**src/design/jsu_pkg.sv**
```systemverilog
// Shared types, character codes and helpers for the JSON string unescaper.
// No dependencies; used by every module of the block.
package jsu_pkg;

  // Decoder modes; unused codes behave as awaiting the opening quote.
  typedef enum logic [2:0] {
    MODE_OPEN = 3'd0,
    MODE_BODY = 3'd1,
    MODE_ESC  = 3'd2,
    MODE_HEX  = 3'd3,
    MODE_DROP = 3'd4
  } jsu_mode_t;

  // Result status codes.
  typedef enum logic [1:0] {
    ST_DATA = 2'd0,
    ST_GOOD = 2'd1,
    ST_BAD  = 2'd2
  } jsu_status_t;

  // Characters of interest.
  localparam logic [7:0] CH_QUOTE  = 8'h22;
  localparam logic [7:0] CH_BSLASH = 8'h5C;
  localparam logic [7:0] CH_SLASH  = 8'h2F;
  localparam logic [7:0] CH_LOW_B  = 8'h62;
  localparam logic [7:0] CH_LOW_F  = 8'h66;
  localparam logic [7:0] CH_LOW_N  = 8'h6E;
  localparam logic [7:0] CH_LOW_R  = 8'h72;
  localparam logic [7:0] CH_LOW_T  = 8'h74;
  localparam logic [7:0] CH_LOW_U  = 8'h75;
  localparam logic [7:0] CH_ZERO   = 8'h30;
  localparam logic [7:0] CH_NINE   = 8'h39;
  localparam logic [7:0] CH_LOW_A  = 8'h61;
  localparam logic [7:0] CH_UP_A   = 8'h41;
  localparam logic [7:0] CH_UP_F   = 8'h46;

  // Control bytes produced by the single-character escapes.
  localparam logic [7:0] BYTE_BS = 8'h08;
  localparam logic [7:0] BYTE_FF = 8'h0C;
  localparam logic [7:0] BYTE_LF = 8'h0A;
  localparam logic [7:0] BYTE_CR = 8'h0D;
  localparam logic [7:0] BYTE_HT = 8'h09;

  // UTF-8 lead and continuation marks.
  localparam logic [7:0] UTF8_CONT  = 8'h80;
  localparam logic [7:0] UTF8_LEAD2 = 8'hC0;
  localparam logic [7:0] UTF8_LEAD3 = 8'hE0;

  localparam logic [1:0] HEX_LAST = 2'd3;

  // Decoder state carried from one item to the next.
  typedef struct packed {
    jsu_mode_t   mode;
    logic [1:0]  hex_count;
    logic [15:0] code_point;
    logic        hex_stopped;
  } jsu_state_t;

  localparam jsu_state_t STATE_RESET = '{
    mode: MODE_OPEN, hex_count: 2'd0, code_point: 16'd0, hex_stopped: 1'b0
  };

  // One result item.
  typedef struct packed {
    logic [7:0]  data;
    jsu_status_t status;
  } jsu_result_t;

  // All results of one input item: count (0 to 3) and the entries in order.
  typedef struct packed {
    logic [1:0]             n;
    jsu_result_t [2:0]      res;
  } jsu_bundle_t;

  // Hex digit decode: bit 4 flags a valid digit, bits 3:0 hold its value.
  function automatic logic [4:0] hex_digit(input logic [7:0] c);
    logic [7:0] d;
    logic [4:0] r;
    r = 5'd0;
    if (c >= CH_ZERO && c <= CH_NINE) begin
      d = c - CH_ZERO;
      r = {1'b1, d[3:0]};
    end else if (c >= CH_LOW_A && c <= CH_LOW_F) begin
      d = c - CH_LOW_A + 8'd10;
      r = {1'b1, d[3:0]};
    end else if (c >= CH_UP_A && c <= CH_UP_F) begin
      d = c - CH_UP_A + 8'd10;
      r = {1'b1, d[3:0]};
    end
    return r;
  endfunction

endpackage

```
**src/design/json_string_unescape_utf8_top.sv**
```systemverilog
// JSON string unescaper with UTF-8 output: one byte of a quoted literal per
// item in, decoded bytes and one status result per literal out. An item is
// taken into an input register, decoded combinationally against the literal
// state and its results (none to three) placed in a result buffer that
// drives the result channel, so the first result of an item is shown once it
// has passed the input register and the result buffer. The block takes one
// item per cycle as long as each item yields at most one result and the
// result channel does not stall; an item that yields two or three results
// (as the last hex digit of a \u escape can) holds the byte-wide result
// buffer until each has been taken, so the next item that has a result
// waits in the input register and the input stalls meanwhile.
// Depends on jsu_pkg, jsu_decode and jsu_outbuf.
module json_string_unescape_utf8_top (
  input  logic       clk,
  input  logic       rst_n,
  input  logic       in_valid,
  output logic       in_stall,
  input  logic [7:0] in_byte,
  input  logic       in_last,
  output logic       out_valid,
  input  logic       out_stall,
  output logic [7:0] out_byte,
  output logic [1:0] out_status,
  output logic       out_run_last
);

  logic                 s1_valid_r;
  logic [7:0]           s1_byte_r;
  logic                 s1_last_r;
  logic                 adv;
  logic                 load;
  logic                 buf_free;
  jsu_pkg::jsu_bundle_t bundle;

  // The input register refills whenever its item moves on.
  assign in_stall = s1_valid_r && !adv;

  always_ff @(posedge clk) begin
    if (!rst_n) begin
      s1_valid_r <= 1'b0;
    end else if (!in_stall) begin
      s1_valid_r <= in_valid;
    end
  end

  always_ff @(posedge clk) begin
    if (!in_stall && in_valid) begin
      s1_byte_r <= in_byte;
      s1_last_r <= in_last;
    end
  end

  jsu_decode u_decode (
    .clk      (clk),
    .rst_n    (rst_n),
    .s1_valid (s1_valid_r),
    .s1_byte  (s1_byte_r),
    .s1_last  (s1_last_r),
    .buf_free (buf_free),
    .adv      (adv),
    .load     (load),
    .bundle   (bundle)
  );

  jsu_outbuf u_outbuf (
    .clk          (clk),
    .rst_n        (rst_n),
    .load         (load),
    .bundle       (bundle),
    .buf_free     (buf_free),
    .out_valid    (out_valid),
    .out_stall    (out_stall),
    .out_byte     (out_byte),
    .out_status   (out_status),
    .out_run_last (out_run_last)
  );

endmodule

```
**src/design/jsu_decode.sv**
```systemverilog
// Decoder: holds the literal state and turns one registered byte into its
// results (up to three). Depends on jsu_pkg.
module jsu_decode (
  input  logic                clk,
  input  logic                rst_n,
  input  logic                s1_valid,
  input  logic [7:0]          s1_byte,
  input  logic                s1_last,
  input  logic                buf_free,
  output logic                adv,
  output logic                load,
  output jsu_pkg::jsu_bundle_t bundle
);

  jsu_pkg::jsu_state_t st_r;
  jsu_pkg::jsu_state_t st_nxt;
  logic [4:0]          hv;
  logic                take_digit;
  logic [15:0]         cp_upd;
  logic                bad;

  // Next state and results for the byte in the input register.
  always_comb begin
    hv         = jsu_pkg::hex_digit(s1_byte);
    take_digit = !st_r.hex_stopped && hv[4];
    cp_upd     = take_digit ? {st_r.code_point[11:0], hv[3:0]} : st_r.code_point;
    st_nxt     = st_r;
    bundle     = '0;
    bad        = 1'b0;

    unique case (st_r.mode)
      jsu_pkg::MODE_BODY: begin
        if (s1_last) begin
          bundle.n             = 2'd1;
          bundle.res[0].status = (s1_byte == jsu_pkg::CH_QUOTE) ?
                                 jsu_pkg::ST_GOOD : jsu_pkg::ST_BAD;
        end else if (s1_byte == jsu_pkg::CH_BSLASH) begin
          st_nxt.mode = jsu_pkg::MODE_ESC;
        end else begin
          bundle.n           = 2'd1;
          bundle.res[0].data = s1_byte;
        end
      end

      jsu_pkg::MODE_ESC: begin
        if (s1_last) begin
          bad = 1'b1;
        end else begin
          st_nxt.mode = jsu_pkg::MODE_BODY;
          bundle.n    = 2'd1;
          unique case (s1_byte)
            jsu_pkg::CH_QUOTE, jsu_pkg::CH_BSLASH, jsu_pkg::CH_SLASH: begin
              bundle.res[0].data = s1_byte;
            end
            jsu_pkg::CH_LOW_B: bundle.res[0].data = jsu_pkg::BYTE_BS;
            jsu_pkg::CH_LOW_F: bundle.res[0].data = jsu_pkg::BYTE_FF;
            jsu_pkg::CH_LOW_N: bundle.res[0].data = jsu_pkg::BYTE_LF;
            jsu_pkg::CH_LOW_R: bundle.res[0].data = jsu_pkg::BYTE_CR;
            jsu_pkg::CH_LOW_T: bundle.res[0].data = jsu_pkg::BYTE_HT;
            jsu_pkg::CH_LOW_U: begin
              bundle.n           = 2'd0;
              st_nxt.mode        = jsu_pkg::MODE_HEX;
              st_nxt.hex_count   = 2'd0;
              st_nxt.code_point  = 16'd0;
              st_nxt.hex_stopped = 1'b0;
            end
            default: begin
              bundle.n = 2'd0;
              bad      = 1'b1;
            end
          endcase
        end
      end

      jsu_pkg::MODE_HEX: begin
        if (s1_last) begin
          bad = 1'b1;
        end else begin
          st_nxt.code_point = cp_upd;
          if (!take_digit) begin
            st_nxt.hex_stopped = 1'b1;
          end
          if (st_r.hex_count == jsu_pkg::HEX_LAST) begin
            // Fourth character: emit the code point as UTF-8.
            if (cp_upd[15:7] == 9'd0) begin
              bundle.n           = 2'd1;
              bundle.res[0].data = cp_upd[7:0];
            end else if (cp_upd[15:11] == 5'd0) begin
              bundle.n           = 2'd2;
              bundle.res[0].data = jsu_pkg::UTF8_LEAD2 | {3'd0, cp_upd[10:6]};
              bundle.res[1].data = jsu_pkg::UTF8_CONT | {2'd0, cp_upd[5:0]};
            end else begin
              bundle.n           = 2'd3;
              bundle.res[0].data = jsu_pkg::UTF8_LEAD3 | {4'd0, cp_upd[15:12]};
              bundle.res[1].data = jsu_pkg::UTF8_CONT | {2'd0, cp_upd[11:6]};
              bundle.res[2].data = jsu_pkg::UTF8_CONT | {2'd0, cp_upd[5:0]};
            end
            st_nxt.mode        = jsu_pkg::MODE_BODY;
            st_nxt.hex_count   = 2'd0;
            st_nxt.code_point  = 16'd0;
            st_nxt.hex_stopped = 1'b0;
          end else begin
            st_nxt.hex_count = st_r.hex_count + 2'd1;
          end
        end
      end

      jsu_pkg::MODE_DROP: begin
        // Rest of a malformed literal: consumed silently.
      end

      default: begin
        // Awaiting the opening quote.
        if (s1_byte != jsu_pkg::CH_QUOTE || s1_last) begin
          bad = 1'b1;
        end else begin
          st_nxt.mode = jsu_pkg::MODE_BODY;
        end
      end
    endcase

    // Malformed literal: a single error result, nothing before it.
    if (bad) begin
      bundle.n             = 2'd1;
      bundle.res[0].data   = 8'd0;
      bundle.res[0].status = jsu_pkg::ST_BAD;
    end

    if (s1_last) begin
      st_nxt = jsu_pkg::STATE_RESET;
    end else if (bad) begin
      st_nxt.mode = jsu_pkg::MODE_DROP;
    end
  end

  // An item with no result never waits for the result buffer.
  assign adv  = s1_valid && (bundle.n == 2'd0 || buf_free);
  assign load = s1_valid && (bundle.n != 2'd0) && buf_free;

  // State register, updated as each item leaves the input register.
  always_ff @(posedge clk) begin
    if (!rst_n) begin
      st_r <= jsu_pkg::STATE_RESET;
    end else if (adv) begin
      st_r <= st_nxt;
    end
  end

endmodule

```
**src/design/jsu_outbuf.sv**
```systemverilog
// Result buffer: holds the results of one item and hands them out one per
// cycle on the byte-wide result channel while it does not stall. Depends on jsu_pkg.
module jsu_outbuf (
  input  logic                 clk,
  input  logic                 rst_n,
  input  logic                 load,
  input  jsu_pkg::jsu_bundle_t bundle,
  output logic                 buf_free,
  output logic                 out_valid,
  input  logic                 out_stall,
  output logic [7:0]           out_byte,
  output logic [1:0]           out_status,
  output logic                 out_run_last
);

  jsu_pkg::jsu_result_t [2:0] res_r;
  logic [1:0]                 n_r;
  logic [1:0]                 idx_r;
  logic                       valid_r;
  logic                       at_end;
  logic                       take;
  jsu_pkg::jsu_result_t       cur;

  // Entry on show and whether it is the item's final result.
  always_comb begin
    unique case (idx_r)
      2'd0:    cur = res_r[0];
      2'd1:    cur = res_r[1];
      default: cur = res_r[2];
    endcase
  end

  assign at_end   = (idx_r == n_r - 2'd1);
  assign take     = valid_r && !out_stall;
  assign buf_free = !valid_r || (take && at_end);

  assign out_valid    = valid_r;
  assign out_byte     = cur.data;
  assign out_status   = cur.status;
  assign out_run_last = at_end;

  // Payload: loaded whole when the previous item's results are gone.
  always_ff @(posedge clk) begin
    if (load) begin
      res_r <= bundle.res;
      n_r   <= bundle.n;
    end
  end

  // Control: occupancy and read position.
  always_ff @(posedge clk) begin
    if (!rst_n) begin
      valid_r <= 1'b0;
      idx_r   <= 2'd0;
    end else if (load) begin
      valid_r <= 1'b1;
      idx_r   <= 2'd0;
    end else if (take) begin
      if (at_end) begin
        valid_r <= 1'b0;
        idx_r   <= 2'd0;
      end else begin
        idx_r <= idx_r + 2'd1;
      end
    end
  end

endmodule

```
**config.mk**
```make
export PLATFORM = sky130hd
export DESIGN_NAME = json_string_unescape_utf8_top
export DESIGN_NICKNAME = d
export VERILOG_FILES = /design/src/design/jsu_pkg.sv /design/src/design/json_string_unescape_utf8_top.sv /design/src/design/jsu_decode.sv /design/src/design/jsu_outbuf.sv
export SDC_FILE = /design/constraint.sdc
export NUM_CORES = 1
export LEC_CHECK = 0
export BUFFER_PORTS_ARGS = -buffer_cell sky130_fd_sc_hd__buf_2
export CORE_MARGIN = 1
export CORE_UTILIZATION = 49
export CTS_CLUSTER_SIZE = 8
export DETAILED_ROUTE_END_ITERATION = 7
export PLACE_DENSITY = 0.79
export SETUP_SLACK_MARGIN = 0.1
export SLEW_MARGIN = 20
export SYNTH_ARGS = -nofsm -noshare
export SYNTH_HDL_FRONTEND = slang
export SYNTH_HIERARCHICAL = 1
export SYNTH_SLANG_ARGS = --single-unit
export TNS_END_PERCENT = 20
```
**constraint.sdc**
```tcl
create_clock -name clk -period 4.75 [get_ports clk]
set_clock_uncertainty 0.2 [all_clocks]
set_input_delay 0.475 -clock clk [delete_from_list [all_inputs] [get_ports clk]]
set_output_delay 0.475 -clock clk [all_outputs]
set_load 0.05 [all_outputs]
```
After elaboration in Yosys (flattened, before gate mapping)

Index checks and enable logic that the tools add are counted.

Bitwise logic cells: 5
Order comparisons: 6
Reductions and logical operators: 39
Eq/ne operators: 23
Add/subtract/negate cells: 8
Multiplexer cells: 51

Operators with widths:

| operator                                                                             | count |
|---|---|
| 8-bit two-way mux                                                                    | 8 |
| 8-bit by 7-bit equality test with 1-bit output (second input constant)               | 7 |
| 8-bit case mux with 6 select lines                                                   | 1 |
| 19-bit case mux with 2 select lines                                                  | 1 |
| 8-bit case mux with 3 select lines                                                   | 1 |
| 21-bit two-way mux                                                                   | 1 |
| 10-bit two-way mux                                                                   | 2 |
| 10-bit case mux with 2 select lines                                                  | 1 |
| 19-bit two-way mux                                                                   | 1 |
| 2-bit two-way mux                                                                    | 9 |
| 17-bit two-way mux                                                                   | 1 |
| 8-bit by 6-bit equality test with 1-bit output (second input constant)               | 2 |
| 8-bit by 7-bit greater-or-equal comparator with 1-bit output (second input constant) | 2 |
| 8-bit by 7-bit less-or-equal comparator with 1-bit output (second input constant)    | 2 |
| 16-bit two-way mux                                                                   | 1 |
| 3-bit two-way mux                                                                    | 5 |
| 5-bit two-way mux                                                                    | 3 |
| 6-bit two-way mux                                                                    | 2 |
| 3-bit case mux with 4 select lines                                                   | 1 |
| 4-bit by 1-bit subtractor with 4-bit output (second input constant)                  | 3 |
| 1-bit logical AND                                                                    | 11 |
| 1-bit two-way mux                                                                    | 11 |
| 9-bit logical NOT                                                                    | 1 |
| 9-bit OR reduction                                                                   | 1 |
| 35 further kinds                                                                     | 54 |

Flip-flop bits (word level): 63
Input bits: 13
Output and inout port bits: 13
Word-level logic and storage cells: 148

Longest topological paths before layout

Gate-level depths: netlist (run 1).

Depth after elaboration: 21
Depth in mapped cells: 11
Gate-level depth less buffers: 10

Modules after synthesis

The synthesis (run 1) kept the hierarchy.

Modules (own cells, without submodules):

| module                        | sequential area each (µm²) | times used | area each (µm²) | cells each |
|---|---|---|---|---|
| jsu_decode                    | 440.4                      | 1          | 2143.3          | 285 |
| jsu_outbuf                    | 1021.0                     | 1          | 1323.8          | 89 |
| json_string_unescape_utf8_top | 290.3                      | 1          | 317.8           | 13 |

Worst setup path after synthesis (run 1)

No wires, ideal clock.

Path kind: flip-flop to flip-flop
Start: reg s1_byte_r[0]
End: reg u_outbuf.idx_r[1]
Period minus slack after synthesis: 4541 ps
Setup time: 171 ps
Arrival: 4170 ps
Stages on the path, launching flop included: 11
Data required time: 4379 ps
Path buffers: 0
Path slack: 209 ps
Cells stage by stage: edfxtp_1 inv_1 ha_1 nor3b_1 o21ai_0 nand2_1 o41a_1 a41oi_1 nor2b_1 nand4_1 o21ai_0

Longest elaborated chain between the ends: 18
Elaborated cells on any way between the ends: 47
Classes of those cells: order compare: 6; eq/ne: 10; mux: 18; reduce/logical: 13

RTL lines:

| what                                                                                                                                             | RTL line                            | source |
|---|---|---|
| start: declaration                                                                                                                               | json_string_unescape_utf8_top.sv:28 | `logic [7:0] s1_byte_r;` |
| start signal: assignment                                                                                                                         | json_string_unescape_utf8_top.sv:48 | `s1_byte_r <= in_byte;` |
| 8-bit by 7-bit greater-or-equal comparator with 1-bit output / 8-bit by 7-bit less-or-equal comparator with 1-bit output (equally long branches) | jsu_pkg.sv:86                       | `end else if (c >= CH_UP_A && c <= CH_UP_F) begin` |
| 1-bit logical AND                                                                                                                                | jsu_pkg.sv:86                       |  |
| 5-bit two-way mux                                                                                                                                | jsu_pkg.sv:86                       |  |
| 5-bit two-way mux                                                                                                                                | jsu_pkg.sv:83                       | `end else if (c >= CH_LOW_A && c <= CH_LOW_F) begin` |
| 5-bit two-way mux                                                                                                                                | jsu_pkg.sv:80                       | `if (c >= CH_ZERO && c <= CH_NINE) begin` |
| 1-bit logical AND                                                                                                                                | jsu_decode.sv:25                    | `take_digit = !st_r.hex_stopped && hv[4];` |
| 16-bit two-way mux                                                                                                                               | jsu_decode.sv:26                    | `cp_upd = take_digit ? {st_r.code_point[11:0], hv[3:0]} : st_r.code_point;` |
| 5-bit logical NOT                                                                                                                                | jsu_decode.sv:88                    | `end else if (cp_upd[15:11] == 5'd0) begin` |
| (+2 left out)                                                                                                                                    | -                                   |  |
| 10-bit two-way mux                                                                                                                               | jsu_decode.sv:83                    | `if (st_r.hex_count == jsu_pkg::HEX_LAST) begin` |
| 10-bit two-way mux                                                                                                                               | jsu_decode.sv:76                    | `if (s1_last) begin` |
| 2-bit case mux with 3 select lines                                                                                                               | jsu_decode.sv:31                    | `unique case (st_r.mode)` |
| 2-bit two-way mux (*)                                                                                                                            | jsu_decode.sv:123                   | `if (bad) begin` |
| 2-bit nonzero test (*)                                                                                                                           | jsu_decode.sv:138                   | `assign load = s1_valid && (bundle.n != 2'd0) && buf_free;` |
| 1-bit logical AND (*) (2 in a row)                                                                                                               | jsu_decode.sv:138                   |  |
| net load                                                                                                                                         | json_string_unescape_utf8_top.sv:31 | `logic load;` |
| 2-bit OR reduction (no line) (*)                                                                                                                 | -                                   |  |
| end signal: assignment                                                                                                                           | jsu_outbuf.sv:63                    | `idx_r <= idx_r + 2'd1;` |
| end: declaration                                                                                                                                 | jsu_outbuf.sv:18                    | `logic [1:0] idx_r;` |

Mark *: on every way through the listed nets, which the timed path passes. The rest lies on a longest branch.
A chain may end at the register's enable or synchronous reset.

Final worst setup path (run 1)

Start: reg s1_byte_r[0]
End: out in_stall

Longest elaborated chain between the ends: 19
Elaborated cells on any way between the ends: 48
Classes of those cells: order compare: 6; eq/ne: 10; mux: 18; reduce/logical: 14

RTL lines:

| what                                                                                                                                             | RTL line                            | source |
|---|---|---|
| 8-bit by 7-bit greater-or-equal comparator with 1-bit output / 8-bit by 7-bit less-or-equal comparator with 1-bit output (equally long branches) | jsu_pkg.sv:86                       |  |
| 1-bit logical AND                                                                                                                                | jsu_pkg.sv:86                       |  |
| 5-bit two-way mux                                                                                                                                | jsu_pkg.sv:86                       |  |
| 5-bit two-way mux                                                                                                                                | jsu_pkg.sv:83                       |  |
| 5-bit two-way mux                                                                                                                                | jsu_pkg.sv:80                       |  |
| 1-bit logical AND                                                                                                                                | jsu_decode.sv:25                    |  |
| 16-bit two-way mux                                                                                                                               | jsu_decode.sv:26                    |  |
| 5-bit logical NOT                                                                                                                                | jsu_decode.sv:88                    |  |
| (+4 left out)                                                                                                                                    | -                                   |  |
| 2-bit case mux with 3 select lines                                                                                                               | jsu_decode.sv:31                    |  |
| 2-bit two-way mux (*)                                                                                                                            | jsu_decode.sv:123                   |  |
| 2-bit logical NOT (*)                                                                                                                            | jsu_decode.sv:137                   | `assign adv = s1_valid && (bundle.n == 2'd0 \|\| buf_free);` |
| 1-bit logical OR (*)                                                                                                                             | jsu_decode.sv:137                   |  |
| 1-bit logical AND (*)                                                                                                                            | jsu_decode.sv:137                   |  |
| net adv                                                                                                                                          | json_string_unescape_utf8_top.sv:30 | `logic adv;` |
| 1-bit logical NOT (*)                                                                                                                            | json_string_unescape_utf8_top.sv:36 | `assign in_stall = s1_valid_r && !adv;` |
| 1-bit logical AND (*)                                                                                                                            | json_string_unescape_utf8_top.sv:36 |  |
| end: declaration                                                                                                                                 | json_string_unescape_utf8_top.sv:17 | `output logic in_stall,` |

Marks and branches as above.

==> summary by stage, run 1 <==
Status
The flow ran to the end, and the final reports show no timing, DRC or antenna violations.

Floorplan
The die span in x is about 90 um. The row count is 31. 26 I/O pins were placed.

The area enclosed by the die boundary is between 8000 and 9000 um^2. The standard cell core area is between 7000 and 8000 um^2. The die is roughly 90 um tall. For this configuration, the core starts out at a cell density of between 50% and 60%.

Placement
The count of buffers added on input and output ports is 25. The half-perimeter wire length after detailed placement is between 5000 and 6000 um. Before CTS, the worst setup slack after placement is just over 1 ns. The global placement routability congestion is 0.900.

Synth
Sorting the synthesized cells by area gives the leading types as edfxtp_1 (33%), dfxtp_1 (14%), mux2i_1 (6.9%). The warning count from the yosys run is 6. The number of distinct library cells after synthesis is between 60 and 70. edfxtp_1 takes more of the synthesized area than any other cell.

The average instance area after synthesis is roughly 10 um^2. The number of register bits inferred by synthesis is 67. The top flip-flop cell by instance count after synthesis is edfxtp_1. The synthesized netlist occupies a cell area of ~3800 um^2. The async set or reset register ratio after synthesis is 0%. The count of flip-flops with a built-in enable after synthesis is just over 40. The number of cells produced by synthesis is between 300 and 400. The part of the Yosys area used for sequential elements is between 40% and 50%. The share of synthesized area in the top cell type comes to roughly 33%.

Drt
For this run, design rule violations remaining after detail routing come to 0. The routed metal-1 wirelength is about 3800 um. The number of nets still failing antenna checks after routing is 0. In the final routed layout, each cell accounts on average for 15.7 um. In the detailed route, the total length drawn on met2 is about 3800 um.

The detailed router placed between 3000 and 4000 vias in this run. After detailed routing, the number of vias per cell comes to 5.95. The total wirelength of the detailed-routed design is between 8000 and 9000 um. In this run the top signal layer used is met4.

In the detailed route, the total length drawn on met3 is between 300 and 400 um. The number of DRC violations after detailed-routing iteration 0 is 200. The first-pass detailed-route iteration total is 5.

Critical path
STA puts the critical path data arrival time at approximately 3.4 ns. STA classifies the critical path endpoint as a primary output. The signal on the critical path passes through inv_1 > ha_1 > nor3b_1 > o21ai_0 > nand2_1 > o41a_1 > a41o_1 > and2_1 > nor2b_4 > buf_2. The largest single stage delay on the critical path is roughly 0.54 ns. STA classifies the critical path startpoint as a flop. The maximum net fanout on the critical path is 9.

The standard cell with the maximum stage delay on the critical path is o41a_1. The required time of the critical path is between 4 and 5 ns. The critical path is of the flop to primary output type.

STA
Setup repair after global routing left no endpoint under its margin. At the pin with the least slew margin, the transition time is about 0.85 ns. Setup slack closes at about 0.69 ns. In this run the tightest slew margin relative to its limit is between 40 and 50%. The setup TNS is 0 ns.

For this run, the top clock speed supported by timing is between 200 and 250 MHz. The total count of max-transition violations in the final report is 0. The count of final setup violators is 0.

The shortest clock period the worst path allows after layout is slightly above 4 ns. The share of the clock period used by the worst path after layout is ~86%. The worst hold slack after final layout is around 0.09 ns.

The number of endpoints with negative hold slack in the final report came to 0.

Clock network
CTS built an H-tree with a depth of 3. Buffers added to address setup during post-CTS repair amount to 0. The clock tree from TritonCTS is yes.

For this design, the CTS-stage hold fixing added 0 buffers. The clock-pin slew reported for the worst setup and hold paths after clock tree synthesis is roughly 0.070 ns. The number of buffers inserted during clock tree synthesis is 9. The worst-skew pair later-pin latency is 0.35 ns. The buffer depth of the longest clock path is 2. The number of sinks driven by the clock tree is 67.

The cell at the root of the clock tree is clkbuf_8. In this run, post-CTS repair resized a total of 0 instances.

Global route
The first-pass GRT wire length is between 10000 and 15000 um. The via count of the first global-routing pass is ~2800. Global routing used 21.2% of the available tracks across all layers. The overall overflow remaining after global route is 0. The number of antenna violations at the first check in global routing came to 0.

Entering global routing, the biggest net connects 27 pins.

Power and ir drop
The areal power density over the cells is 290 nW/um^2. The worst voltage drop across the vdd grid is 0.000136 V. The analysis attributes to cell leakage a power of 1.48 nW.

Finish
For this run, the share of the core covered by cells in the final layout is between 50% and 60%. The fill cell total of the finished layout is around 670. The antenna cell count is 0. The area overhead of the layout relative to synthesis is 9.42%. In the final design database the tool counted 431 nets. The fraction of final layout cells sized beyond drive strength 1 is between 10% and 20%.

Flow run
The tool flagged a number of max-cap violations equal to 0.

Worst hold path
The worst hold path belongs to the class primary input to flop.
==> synth_stat cells (3+ instances only) <==
master and instances:
a21oi_1 15, a22o_1 10, a22oi_1 11, and3_1 6, buf_2 6, buf_4 7, clkbuf_1 8, dfxtp_1 26
edfxtp_1 41, ha_1 8, inv_1 11, mux2_2 4, mux2i_1 26, nand2_1 51, nand2b_1 5, nand3_1 8
nand3b_1 4, nand4_1 4, nor2_1 37, nor2b_1 6, nor3_1 8, nor3b_1 3, nor4_1 5, o211ai_1 3
o21a_1 5, o21ai_0 13, o22ai_1 3, o31ai_1 3
==> per-stage QoR <==
step	cell area (um^2)	std cells	total power, mW
CTS	4140	514	1.21
global route	4140	514	1.25
global placement	3980	498	0.815
detailed placement	3980	498	0.818
finish	4140	514	1.20
floorplan	3800	392	0.785
==> kinds of logic (layout without fill, tap and decap cells) <==
group | after synthesis | after routing | share of synthesized area (%)
AOI/OAI and AO/OA | 89 | 89 | 17.0
xor gates and xnor gates | 4 | 4 | 0.926
adders and majority gates | 8 | 8 | 2.64
buffers and inverters | 32 | 55 | 4.07
DFF | 67 | 67 | 46.3
muxes | 31 | 31 | 8.36
other | 1 | 6 | 0.0991
and+or+nand+nor | 155 | 155 | 20.7
==> final cells by class <==
cell class | count | area [um^2] | area share, %
clock inverters | 6 | 32.5 | 0.785
well taps | 99 | 124 | 2.99
flip-flops and latches | 67 | 1750 | 42.3
clock buffers | 10 | 128 | 3.08
repair buffers | 28 | 148 | 3.56
multi-input cells | 293 | 1920 | 46.3
inverters | 11 | 41.3 | 0.997
==> sequential cells by signal, summed over array words and instances, names as in the netlist <==
register            cells
s1_byte_r               8
s1_last_r               1
s1_valid_r              1
u_decode/st_r          22
u_outbuf/idx_r          2
u_outbuf/n_r            2
u_outbuf/out_valid      1
u_outbuf/res_r         30
==> path summary, 6_finish.rpt <==
| path | endpoint | depth (start not counted) | slack (ns) | start |
|---|---|---|---|---|
| setup reg to reg | s1_byte_r[0]$_DFFE_PP_ | 10 | 0.87 | s1_byte_r[0]$_DFFE_PP_ |
| hold / removal | s1_byte_r[4]$_DFFE_PP_ | 1 | 0.09 | in_byte[4] |
| hold reg to reg | u_decode/st_r[3]$_SDFFE_PN0P_ | 2 | 0.30 | u_decode/st_r[3]$_SDFFE_PN0P_ |
| setup / recovery | in_stall | 10 | 0.69 | s1_byte_r[0]$_DFFE_PP_ |
==> placed cells by master, fill, tap and decap left out, types with 9 or more instances in the layout <==
| cell type | count |
|---|---|
| buf_2 | 25 |
| dfxtp_1 | 26 |
| mux2i_1 | 26 |
| a21oi_1 | 15 |
| nand2_1 | 51 |
| inv_1 | 11 |
| edfxtp_1 | 41 |
| a22o_1 | 10 |
| o21ai_0 | 13 |
| a22oi_1 | 11 |
| nor2_1 | 37 |
| clkbuf_8 | 9 |
==> metal layers <==
metal  vias to the layer above  GRT usage, %
met4                         0          11.0
met5                         -             0
met1                      1467          27.7
met2                        93          34.0
met3                        15          3.55
li1                       1482             -
==> critical path: cells and delay by family (launching register included) <==
family | cells | cell delay [ns]
AOI/OAI and AO/OA | 3 | 1.15
and+or+nand+nor | 4 | 0.68
DFF | 1 | 0.53
buffers and inverters | 2 | 0.43
adders and majority gates | 1 | 0.24
==> where the power goes <==
part | internal [mW] | total [mW] | switching, mW | leakage (nW)
clock network | 0.183 | 0.394 | 0.210 | 0.0771
logic | 0.0465 | 0.141 | 0.0942 | 0.799
registers | 0.644 | 0.666 | 0.0215 | 0.609
total | 0.874 | 1.20 | 0.326 | 1.48
Note: power is estimated with default switching activity, not from simulation.
==> run 2: changes to the inputs <==
--- a/config.mk
+++ b/config.mk
@@ -5,12 +5,15 @@
 export SDC_FILE = /design/constraint.sdc
 export NUM_CORES = 1
 export LEC_CHECK = 0
-export BUFFER_PORTS_ARGS = -buffer_cell sky130_fd_sc_hd__buf_2
+export BUFFER_PORTS_ARGS = -buffer_cell sky130_fd_sc_hd__clkbuf_2
+export CELL_PAD_IN_SITES_DETAIL_PLACEMENT = 1
+export CELL_PAD_IN_SITES_GLOBAL_PLACEMENT = 2
 export CORE_MARGIN = 1
-export CORE_UTILIZATION = 49
+export CORE_UTILIZATION = 37
+export CTS_BUF_LIST = sky130_fd_sc_hd__clkbuf_2
 export CTS_CLUSTER_SIZE = 8
 export DETAILED_ROUTE_END_ITERATION = 7
-export PLACE_DENSITY = 0.79
+export PLACE_DENSITY = 0.89
 export SETUP_SLACK_MARGIN = 0.1
 export SLEW_MARGIN = 20
 export SYNTH_ARGS = -nofsm -noshare
==> summary by stage, run 2 (synthesis gave the netlist of run 1 again) <==
Drt
The number of DRC violations after detailed-routing iteration 0 is approximately 130. The ratio of routed vias to standard cells is between 5 and 6. The first-pass detailed-route iteration total is 4.

The wire length per cell after detailed routing is 16.5 um. The number of nets still failing antenna checks after routing is 0. The final layout contains routed wiring with a total length of just over 9000 um. The post-route DRC violation count is 0. The number of vias in the routed layout is slightly above 3000.

STA
The setup TNS is 0 ns. The number of endpoints with negative hold slack in the final report came to 0. The share of the clock period used by the worst path after layout is a little under 90%. Setup repair after global routing left no endpoint under its margin. Setup violations remaining at the end of the flow were counted as 0. The relative slew slack is a little over two fifths. The total count of max-transition violations in the final report is 0. The worst hold slack after final layout is ~0.04 ns.

For the pin with the worst max-slew slack, the measured transition is between 0.8 and 0.9 ns. For this run, the top clock speed supported by timing is between 200 and 250 MHz. The shortest clock period the worst path allows after layout is between 4 and 5 ns.

Finish
The antenna cell count is 0. Measured on the finished design, the core utilization comes to 42.7%. The library cells used most frequently in the layout, excluding fill and tap cells, are nand2_1 (51), edfxtp_1 (41), clkbuf_2 (38), nor2_1 (37).

Excluding fillers, the count of instances in the completed layout stands at approximately 560. The final net count is 442. The register with the most flip-flops in the layout has 30 of them. The cell area after layout is about 4200 um^2. In the final layout, the registers with the most flip-flops are u_outbuf/res_r: 30 flops, u_decode/st_r: 22 flops, s1_byte_r: 8 flops. The fraction of final layout cells sized beyond drive strength 1 is around 12%. The area overhead of the layout relative to synthesis is 11.3%. The commonest non-fill, non-tap cell in the layout is nand2_1. Ranked by flip-flop count, first place goes to u_outbuf/res_r.

Critical path
The required time of the critical path is 4.07 ns. In this run the worst setup path begins at s1_byte_r[0]$_DFFE_PP_. The worst setup path is captured at a primary output. The reg-to-reg critical path startpoint is s1_byte_r[0]$_DFFE_PP_. Together, buffers and inverters on the worst path number 2.

The critical path goes through inv_1 > ha_1 > nor3b_1 > o21ai_0 > nand2_1 > o41a_1 > a41o_1 > and2_1 > nor2b_4 > clkbuf_2. Along the worst path, the maximum fanout reaches 9. The category of the critical setup timing path is flop to primary output. The type of origin of the critical path is a flop. For this design, the slowest cell found on the critical path is edfxtp_1. The kind of cell with the highest combined delay along the critical path is compound AO/OA/AOI/OAI gates. For the worst setup path, the data arrival time is roughly 3.5 ns. The stage delay of the slowest cell on the critical path is about 0.55 ns.

Global route
Entering global routing, the biggest net connects 25 pins. The number of antenna violations at the first check in global routing was 0. The overall overflow remaining after global route is 0. Across every metal layer, demand over resource in global routing totals about a fifth. The via count of the first global-routing pass is ~3000. The first-pass GRT wire length is approximately 15000 um.

Power and ir drop
The areal power density over the cells is about 260 nW/um^2. The leakage component of the power is around 1.5 nW. IR analysis of the VDD net gives a maximum drop of ~0.00012 V.

Clock network
The number of buffers inserted during clock tree synthesis is 9. The number of setup buffers added after CTS is 0. The buffer depth of the longest clock path is 2. CTS saw 67 sinks. After clock tree synthesis, the clock-pin slew on the worst setup and hold paths is 0.21 ns. The worst-skew pair later-pin latency is 0.52 ns. The CTS H-tree depth is 3. TritonCTS built the clock tree. In this run the clock root is driven by a clkbuf_2.

Floorplan
The number of top-level pins is 26. The vertical die dimension is 103 um. The floorplan step defined a die boundary enclosing between 10000 and 15000 um^2. The die span in x is between 100 and 150 um.

The standard cell core area is roughly 9900 um^2. The row count is 36. The effective utilization at floorplan is 38.4%.

Worst hold path
The startpoint of the lowest-slack hold path is rst_n. The path type of the worst min-delay path is primary input to flop.

Status
The flow ran to the end, and the final reports show no timing, DRC or antenna violations.

Flow run
Max-cap violations in this run came to 0.

Placement
Once placement finished, the instance area stood at between 4000 and 5000 um^2. The number of placed instances, taps included, is approximately 530. The half-perimeter wire length after detailed placement is a little under 7000 um. Port buffering added 25 buffers. The global placement routability congestion is between 0.8 and 0.9.
[run 2: cell count changes in the layout (fill, tap and decap cells not counted), sizes merged]
| cell | before | now |
|---|---|---|
| clkbuf | 10 | 38 |
| buf | 28 | 3 |
| dlygate4sd3 | 0 | 11 |
| clkinv | 4 | 2 |
| clkinvlp | 2 | 1 |
[run 2: repair_timing]
| item | CTS | global route |
|---|---|---|
| resized for setup | 0 | 0 |
| endpoints found under the hold margin | 11 | 0 |
| hold buffers | 11 | 0 |
[run 2: cell type report]
class | instances | area, um^2
Sequential cell | 67 | 1750
Inverter | 11 | 41.3
Fill cell | 1126 | 5650
Clock inverter | 3 | 15.0
Clock buffer | 13 | 65.1
Tap cell | 133 | 166
Timing Repair Buffer | 39 | 258
Multi-Input combinational cell | 293 | 1920
[run 2: power breakdown]
| part | internal [mW] | switching [mW] | total (mW) |
|---|---|---|---|
| Sequential | 0.644 | 0.0215 | 0.665 |
| Clock | 0.0746 | 0.199 | 0.274 |
| Combinational | 0.0522 | 0.0983 | 0.150 |
| Total | 0.771 | 0.319 | 1.09 |
[run 2: final timing paths]
path                                   end  slack [ns]  depth (start not counted)
max                               in_stall        0.54                         10
min                s1_valid_r$_SDFFE_PN0N_        0.04                          2
max reg2reg         s1_byte_r[1]$_DFFE_PP_        0.87                         10
min reg2reg  u_decode/st_r[3]$_SDFFE_PN0P_        0.32                          2
[run 2: worst reg2reg max path, cell delays in order (launching register included)]
cell and delay [ns]:
edfxtp_1 0.55, inv_1 0.20, ha_1 0.20, nor3b_1 0.55, o21ai_0 0.25, nand2_1 0.17
o41a_1 0.34, a41o_1 0.28, and2_1 0.19, nor2b_4 0.05, nor2b_1 0.55
[run 2: routing by layer]
layer	global-route usage, %	part of all wire [%]
met5	0	0
met4	6.18	1.0
met3	4.34	3.0
met1	25.1	49
met2	31.9	47
[run 2: stage by stage]
step,total power [mW],setup slack [ns]
6_report,1.09,0.541
5_1_grt,1.15,0.185
4_1_cts,1.10,0.500
3_5_place_dp,0.822,0.895
3_3_place_gp,0.818,1.08
2_1_floorplan,0.785,0.209
